==> src/design/toy_isa_instruction_executor_assert.svh <==
// Assertion macros shared by the executor modules
`ifndef TOY_ISA_INSTRUCTION_EXECUTOR_ASSERT_SVH
`define TOY_ISA_INSTRUCTION_EXECUTOR_ASSERT_SVH
// Implication checked on every rising clock edge outside reset
`define TIE_ASSERT_IMP(label, clk, rst_n, ante, cons, msg) \
  label: assert property (@(posedge clk) disable iff (!rst_n) (ante) |-> (cons)) \
    else $error(msg);
// Next-cycle implication checked outside reset
`define TIE_ASSERT_NXT(label, clk, rst_n, ante, cons, msg) \
  label: assert property (@(posedge clk) disable iff (!rst_n) (ante) |=> (cons)) \
    else $error(msg);
`endif

==> src/design/tie_pkg.sv <==
// Package: types, opcodes and helpers for the instruction executor
`timescale 1ns / 1ps
package tie_pkg;
  localparam int NUM_REGS_DEF  = 16;
  localparam int MEM_BYTES_DEF = 4096;

  localparam logic [7:0] OP_SET    = 8'h00;
  localparam logic [7:0] OP_ADD    = 8'h10;
  localparam logic [7:0] OP_ADDI   = 8'h11;
  localparam logic [7:0] OP_SUB    = 8'h20;
  localparam logic [7:0] OP_SUBI   = 8'h21;
  localparam logic [7:0] OP_MUL    = 8'h30;
  localparam logic [7:0] OP_MULI   = 8'h31;
  localparam logic [7:0] OP_DIV    = 8'h40;
  localparam logic [7:0] OP_DIVI   = 8'h41;
  localparam logic [7:0] OP_LOAD   = 8'h50;
  localparam logic [7:0] OP_LOADR  = 8'h51;
  localparam logic [7:0] OP_STORE  = 8'h60;
  localparam logic [7:0] OP_STORER = 8'h61;
  localparam logic [7:0] OP_RET    = 8'h70;

  typedef struct packed {
    logic [7:0] opcode;
    logic [7:0] target_index;
    logic [7:0] field_b;
    logic [7:0] field_c;
  } tie_in_t;

  typedef struct packed {
    logic              reg_written;
    logic [7:0]        written_index;
    logic signed [31:0] written_value;
    logic              halted;
    logic              fault;
  } tie_out_t;

  typedef enum logic [3:0] {
    ST_CLEAR, ST_IDLE, ST_RD_B, ST_RD_C, ST_RD_T, ST_CHECK, ST_DIV,
    ST_MEM, ST_WRITE, ST_DONE
  } tie_state_t;

  // shared unit operation
  typedef enum logic [1:0] {ALU_ADD, ALU_SUB, ALU_MUL, ALU_DIV} tie_alu_op_t;

  // sequencer to arithmetic unit
  typedef struct packed {
    logic        start;
    tie_alu_op_t op;
  } tie_alu_ctl_t;

  // arithmetic unit status
  typedef struct packed {
    logic busy;
    logic done;
  } tie_alu_sts_t;
endpackage

==> src/design/tie_alu.sv <==
// Shared arithmetic unit: registered add/sub/mul, radix-2 signed divider
`timescale 1ns / 1ps
`include "toy_isa_instruction_executor_assert.svh"
module tie_alu
  import tie_pkg::*;
(
  input  logic         clk,
  input  logic         rst_n,
  input  tie_alu_ctl_t ctl,
  input  logic [31:0]  opa,
  input  logic [31:0]  opb,
  output tie_alu_sts_t sts,
  output logic [31:0]  res
);
  logic        busy_r, busy_nxt;
  logic        done_r, done_nxt;
  logic [5:0]  cnt_r, cnt_nxt;
  logic [31:0] rem_r, rem_nxt;
  logic [31:0] quo_r, quo_nxt;
  logic [31:0] dsr_r, dsr_nxt;
  logic        neg_r, neg_nxt;
  logic        zero_r, zero_nxt;
  logic [31:0] res_r, res_nxt;
  logic [32:0] trial;
  logic [31:0] ma, mb;

  // magnitudes for the divider
  assign ma = opa[31] ? (32'd0 - opa) : opa;
  assign mb = opb[31] ? (32'd0 - opb) : opb;
  assign trial = {rem_r, quo_r[31]} - {1'b0, dsr_r};

  always_comb begin
    busy_nxt = busy_r;
    done_nxt = 1'b0;
    cnt_nxt  = cnt_r;
    rem_nxt  = rem_r;
    quo_nxt  = quo_r;
    dsr_nxt  = dsr_r;
    neg_nxt  = neg_r;
    zero_nxt = zero_r;
    res_nxt  = res_r;
    if (ctl.start) begin
      unique case (ctl.op)
        ALU_ADD: begin res_nxt = opa + opb; done_nxt = 1'b1; end
        ALU_SUB: begin res_nxt = opa - opb; done_nxt = 1'b1; end
        ALU_MUL: begin res_nxt = opa * opb; done_nxt = 1'b1; end
        ALU_DIV: begin
          busy_nxt = 1'b1;
          cnt_nxt  = 6'd0;
          rem_nxt  = 32'd0;
          quo_nxt  = ma;
          dsr_nxt  = mb;
          neg_nxt  = opa[31] ^ opb[31];
          zero_nxt = (opb == 32'd0);
        end
        default: ;
      endcase
    end else if (busy_r) begin
      // one quotient bit a cycle
      if (!trial[32]) begin
        rem_nxt = trial[31:0];
        quo_nxt = {quo_r[30:0], 1'b1};
      end else begin
        rem_nxt = {rem_r[30:0], quo_r[31]};
        quo_nxt = {quo_r[30:0], 1'b0};
      end
      cnt_nxt = cnt_r + 6'd1;
      if (cnt_r == 6'd31) begin
        busy_nxt = 1'b0;
        done_nxt = 1'b1;
        res_nxt  = zero_r ? 32'd0 : (neg_r ? (32'd0 - quo_nxt) : quo_nxt);
      end
    end
  end

  always_ff @(posedge clk) begin
    if (!rst_n) begin
      busy_r <= 1'b0;
      done_r <= 1'b0;
      cnt_r  <= 6'd0;
    end else begin
      busy_r <= busy_nxt;
      done_r <= done_nxt;
      cnt_r  <= cnt_nxt;
    end
    rem_r  <= rem_nxt;
    quo_r  <= quo_nxt;
    dsr_r  <= dsr_nxt;
    neg_r  <= neg_nxt;
    zero_r <= zero_nxt;
    res_r  <= res_nxt;
  end

  assign sts.busy = busy_r;
  assign sts.done = done_r;
  assign res      = res_r;

  `TIE_ASSERT_IMP(a_no_start_busy, clk, rst_n, busy_r, !ctl.start, "start while dividing")
  `TIE_ASSERT_IMP(a_done_idle, clk, rst_n, done_r, !busy_r, "done while busy")
  `TIE_ASSERT_NXT(a_div_done, clk, rst_n, busy_r && cnt_r == 6'd31, done_r, "divide lost")
endmodule

==> config.mk <==
export PLATFORM = sky130hd
export DESIGN_NAME = tie_alu
export DESIGN_NICKNAME = d
export VERILOG_FILES = /design/src/design/tie_pkg.sv /design/src/design/tie_alu.sv
export VERILOG_INCLUDE_DIRS = /design/src /design/src/design
export SDC_FILE = /design/constraint.sdc
export NUM_CORES = 2
export LEC_CHECK = 0
export BUFFER_PORTS_ARGS = -buffer_cell sky130_fd_sc_hd__buf_2
export CAP_MARGIN = 25
export CORE_UTILIZATION = 47
export CTS_CLUSTER_SIZE = 20
export DETAILED_ROUTE_END_ITERATION = 6
export GPL_TIMING_DRIVEN = 0
export PLACE_DENSITY = 0.63
export SKIP_LAST_GASP = 1
export SYNTH_ARGS = -nofsm -noshare
export SYNTH_HDL_FRONTEND = slang
export SYNTH_SLANG_ARGS = --single-unit
==> constraint.sdc <==
create_clock -name clk -period 9.2 [get_ports clk]
set_clock_uncertainty 0.15 [all_clocks]
set_input_delay 1.38 -clock clk [delete_from_list [all_inputs] [get_ports clk]]
set_output_delay 1.38 -clock clk [all_outputs]
set_load 0.03 [all_outputs]
After elaboration in Yosys (flattened, before gate mapping)
Cells that the tools add are included.
{"block": "op_classes", "multipliers": 1, "muxes": 29, "n_addsub": 7, "reduce_logical": 8, "eq_ne": 6, "bitwise_logic": 1}
{"op": "$mux 32", "count": 15}
{"op": "$pmux 32 s3", "count": 1}
{"op": "$sub 1x32->32 const A", "count": 3}
{"op": "$sub 33x32->33", "count": 1}
{"op": "$add 32x32->32", "count": 1}
{"op": "$logic_not 32->1", "count": 1}
{"op": "$mul 32x32->32", "count": 1}
{"op": "$sub 32x32->32", "count": 1}
{"op": "$mux 31", "count": 1}
{"op": "$mux 6", "count": 3}
{"op": "$mux 1", "count": 9}
{"op": "$add 6x1->6 const B", "count": 1}
{"op": "$eq 6x5->1 const B", "count": 1}
{"op": "$eq 2x2->1 const B", "count": 2}
{"op": "$ne 4x1->1 const B", "count": 1}
{"op": "$reduce_and 2->1", "count": 2}
{"op": "$reduce_bool 2->1", "count": 2}
{"op": "$reduce_and 3->1", "count": 1}
{"op": "$reduce_or 3->1", "count": 1}
{"op": "$eq 2x1->1 const B", "count": 1}
{"op": "$logic_not 2->1", "count": 1}
{"op": "$ne 2x1->1 const B", "count": 1}
{"op": "$xor 1x1->1", "count": 1}
{"block": "word_totals", "inputBits": 69, "ff_bits": 138, "output_inout_bits": 34, "elab_cells": 62}

Depth between registers and ports, before layout
{"block": "depth", "depth_word": 10, "ltp_mapped": 29, "mapped_depth_nobuf": 27}

Least setup slack after synthesis
No wires, ideal clock.
{"block": "synth_timing", "path_type": "input -> register", "startpoint": "input port opa[13]", "endpoint": "register res_r[30], in the netlist res[30] (data pin)", "n_path_buf": 2, "setup_slack_ns": 0.618, "cell_stages": 25, "required_time_ns": 8.789, "t_arrival_ns": 8.171, "setup_time_ns": 0.261, "cell_sequence": "clkbuf_1 -> clkbuf_1 -> and2_1 -> fa_1 -> fa_1 -> fa_1 -> inv_1 -> fa_1 -> inv_1 -> fa_1 -> fa_1 -> fa_1 -> fa_1 -> ha_1 -> a21o_1 -> a21o_1 -> a21oi_1 -> o21ai_0 -> a2111o_1 -> o21bai_1 -> o21bai_1 -> o41ai_1 -> o41ai_1 -> a21oi_1 -> nand3_1"}
{"block": "synth_between", "elab_chain_len": 3, "word_cells_on_any_way": 5, "classes_between": "2 x add/sub; 1 x mul; 2 x mux"}
{"element": "start, declared", "line_no": "tie_alu.sv:10", "rtl": "input logic [31:0] opa,"}
{"element": "$mul 32x32->32 (tied with other cells)", "line_no": "tie_alu.sv:46", "rtl": "ALU_MUL: begin res_nxt = opa * opb; done_nxt = 1'b1; end"}
{"element": "$pmux 32 s3 (*)", "line_no": "tie_alu.sv:43", "rtl": "unique case (ctl.op)"}
{"element": "$mux 32 (*)", "line_no": "tie_alu.sv:42", "rtl": "if (ctl.start) begin"}
{"element": "named net res_nxt[30]", "line_no": "tie_alu.sv:23", "rtl": "logic [31:0] res_r, res_nxt;"}
{"element": "end signal, assigned", "line_no": "tie_alu.sv:91", "rtl": "res_r <= res_nxt;"}
{"element": "end, declared", "line_no": "tie_alu.sv:23"}
The timed path passes the listed nets; every way through them passes the cells marked *.
A chain may end at the register's enable or synchronous reset.

Worst setup path after layout
{"block": "layout_timing", "startpoint": "input port opb[5]", "endpoint": "register res_r[31], in the netlist res[31] (data pin)"}
{"block": "layout_between", "elab_chain_len": 3, "word_cells_on_any_way": 5, "classes_between": "2 x add/sub; 1 x mul; 2 x mux"}
{"element": "start, declared", "line_no": "tie_alu.sv:11", "rtl": "input logic [31:0] opb,"}
{"element": "$mul 32x32->32 (tied with other cells)", "line_no": "tie_alu.sv:46"}
{"element": "$pmux 32 s3 (*)", "line_no": "tie_alu.sv:43"}
{"element": "$mux 32 (*)", "line_no": "tie_alu.sv:42"}
{"element": "named net res_nxt[31]", "line_no": "tie_alu.sv:23"}
Marked as above.

==> results.md <==
* Antenna Violating Nets Remaining at 0
* CTS tree: built
* Top delay family on crit path: adder cells
* WL met2 at between 40 and 50 mm
* Die area at 58670 um^2
* Max clock buf depth at 2
* CTS HTree Levels at 4
* Setup TNS at 0 ns
* Worst skew pair latency at ~0.44 ns
* Core Footprint at ~57000 um^2
* Num CTS Buffers at 17
* Crit end category: flip-flop
* Min Tclk post-route at roughly 9.1 ns
* Largest net degree at the start of global routing at 35
* Grt total ovfl at 0
* RSZ-0062 raised after global routing: true
* Outcome: finished, final reports clean
* Post-DP HPWL at 78.41 mm
* Slowest stage cell, crit path: fa_1
* Fmax at 109.5 MHz
* Slowest cell delay on critical path at 0.55 ns
* CTS sink count at roughly 140
* Ports at between 100 and 150
* Placer Congestion at 1.009
* Worst min-delay path class: reg -> reg
* Vias in the first global route at 22.89k
* Per-cell routed wire length at 24.44 um
* Via count at 22.22k
* Netlist Area Pre-Place at 27120 um^2
* Worst-margin pin slew at approximately 1.0 ns
* Die W at 242.2 um
* DRT iter0 DRCs at about 1.9k
* Number of synthesized flops with an enable pin at 130
* CP bufs+invs at 6
* Avg Inst Size Synth at about 9.0 um^2
* Max layer used: met5
* Period utilisation layout at 0.9923
* Area after detailed placement at 28600 um^2
* Yosys cell types at between 70 and 80
* Synth-to-Final Area Change at 8.341%
* CP max FO at 10
* Residual DRC at 0
* Syn nets at approximately 3.7k
* Layout cells sized above 1 at 0.07154
* Cells after Synth at about 3.0k
* Commonest non-fill, non-tap cells in the layout: inv_1, fa_1, nand2_1, and2_1, ha_1
* Clk slew on worst S/H paths at approximately 0.060 ns
* # rows at between 80 and 90
* Setup violations, final at 0
* First-pass DRT Iterations at 6
* WS Path Type: in -> reg
* Critical Path Start Type: primary input
* Total track usage at 0.3281
* Final Util at 0.5181
* WHS at 0.3731 ns
* CP required at approximately 9 ns
* Post-synth top flop: edfxtp_1
* Register bit total from synthesis at about 140
* Most common cell after layout, fill and taps aside: inv_1
* Antenna violations before repair at 11
* Die H at around 240 um
* Fillers at roughly 5.4k
* Hold Fails Final Rpt at 0
* Final Max Slew Viols at 0
* Met3 Routed Length at ~8.5 mm
* DRT Wirelength at 95.16 mm
* Initial core utilization at 0.4782
* Hold buffers post-CTS at 0
* Crit path DAT at around 9 ns
* DRT met1 WL at 37.32 mm
* Fin nets at 3793
* Port-buffer cells at 87
* Max_cap viols at 0
* First-pass GRT wire length at ~140 mm
* Sequential area share after synthesis at 0.1499
* Fin area at just under 30000 um^2
* Slew headroom at 0.3123
* Via density per instance at between 5 and 6
* CTS root buf: clkbuf_16
* Yosys warnings at 0
* Asr flop ratio synth at 0
* Worst path most repeated cell: fa_1
[layout make-up]
type                    count  area [um^2]  area share
diodes                      6        15.01   0.0005110
plain buffers             153        725.7     0.02470
clock buffers              24        535.5     0.01823
well taps                 756        945.9     0.03219
clock inverters             8        53.80    0.001831
repair buffers             92        563.0     0.01916
multi-input cells        2279        20840      0.7092
flip-flops and latches    138         4064      0.1383
inverters                 437         1640     0.05583
[what timing repair did]
| action | in CTS | in global routing |
|---|---|---|
| setup buffers | 0 | 0 |
| resized for setup | 65 | 65 |
| endpoints found under the setup margin | 14 | 10 |
| pin swaps | 0 | 3 |
[stage by stage]
step | worst slack, ns | instances
2_1_floorplan | 0.6180 | 3025
3_3_place_gp | -1.796 | 3868
3_5_place_dp | -1.930 | 3873
4_1_cts | 0.0002833 | 3890
5_1_grt | -0.03959 | 3889
6_report | 0.07086 | 3893
[worst paths after layout]
| kind | startpoint | endpoint | slack (ns) | depth (start not counted) |
|---|---|---|---|---|
| worst min-delay path | cnt_r[5] | cnt_r[5] | 0.37 | 2 |
| worst max-delay path | opb[5] | res[31] | 0.07 | 27 |
| worst min register to register | cnt_r[5] | cnt_r[5] | 0.37 | 2 |
| worst max register to register | quo_r[31] | res[28] | 2.64 | 23 |
[worst reg2reg max path, stage by stage, from the launching register on]
cell and delay, ns:
edfxtp_1 0.40, inv_1 0.08, ha_1 0.19, fa_1 0.21, nor2b_1 0.08, o31a_1 0.29
o21ai_0 0.15, nand3_1 0.12, a21oi_1 0.38, nor2_1 0.16, nor2_1 0.30, o311ai_2 0.15
inv_2 0.22, clkbuf_1 0.64, ha_1 0.35, nand3b_1 0.21, or4_1 0.61, nor2b_1 0.26
nand3_1 0.21, o31ai_1 0.30, xor2_1 0.32, o22ai_1 0.14, nor3_1 0.18, o21ai_0 0.17
[cells in the mapped netlist (11+ instances only)]
cell type	number	area, um^2
a211oi_1	17	127.6
a21o_1	39	292.8
a21oi_1	123	615.6
a31oi_1	11	68.82
and2_1	312	1952
clkbuf_1	152	570.6
edfxtp_1	130	3904
fa_1	410	8208
ha_1	196	2452
inv_1	436	1637
mux2i_1	29	290.3
nand2_1	333	1250
nand2b_1	26	162.7
nand3_1	16	80.08
nand4_1	12	75.07
nor2_1	147	551.8
nor2b_1	28	175.2
nor3_1	33	165.2
o211ai_1	13	97.59
o21a_1	15	112.6
o21ai_0	102	510.5
o21bai_1	16	120.1
o31ai_1	25	187.7
o41ai_1	13	113.9
or3_1	15	93.84
xnor2_1	160	1401
xor2_1	93	814.5
[routing by layer]
layer,GRT usage,up-vias
li1,-,9804
met1,0.4188,11140
met2,0.5368,1084
met3,0.06370,193
met4,0.1530,4
met5,0,-
[cells by family after synthesis]
family                   Yosys count  share of synthesized area
AND/OR/NAND/NOR                  976                     0.1829
buffers and inverters            608                    0.08521
adder cells (fa/ha/maj)          606                     0.3931
AO/OA/AOI/OAI                    414                    0.09615
XOR/XNOR                         253                    0.08171
flip-flops                       138                     0.1498
multiplexers                      30                    0.01112
[flip-flops by register name (all words and copies together) (netlist names)]
name,count
dsr_r,32
res,32
quo_r,32
rem_r,32
done_r,1
zero_r,1
neg_r,1
busy_r,1
cnt_r,6
Power is left out: the tool's default activity adds up to more than one toggle a clock period on the data nets, which glitch-free logic cannot reach.
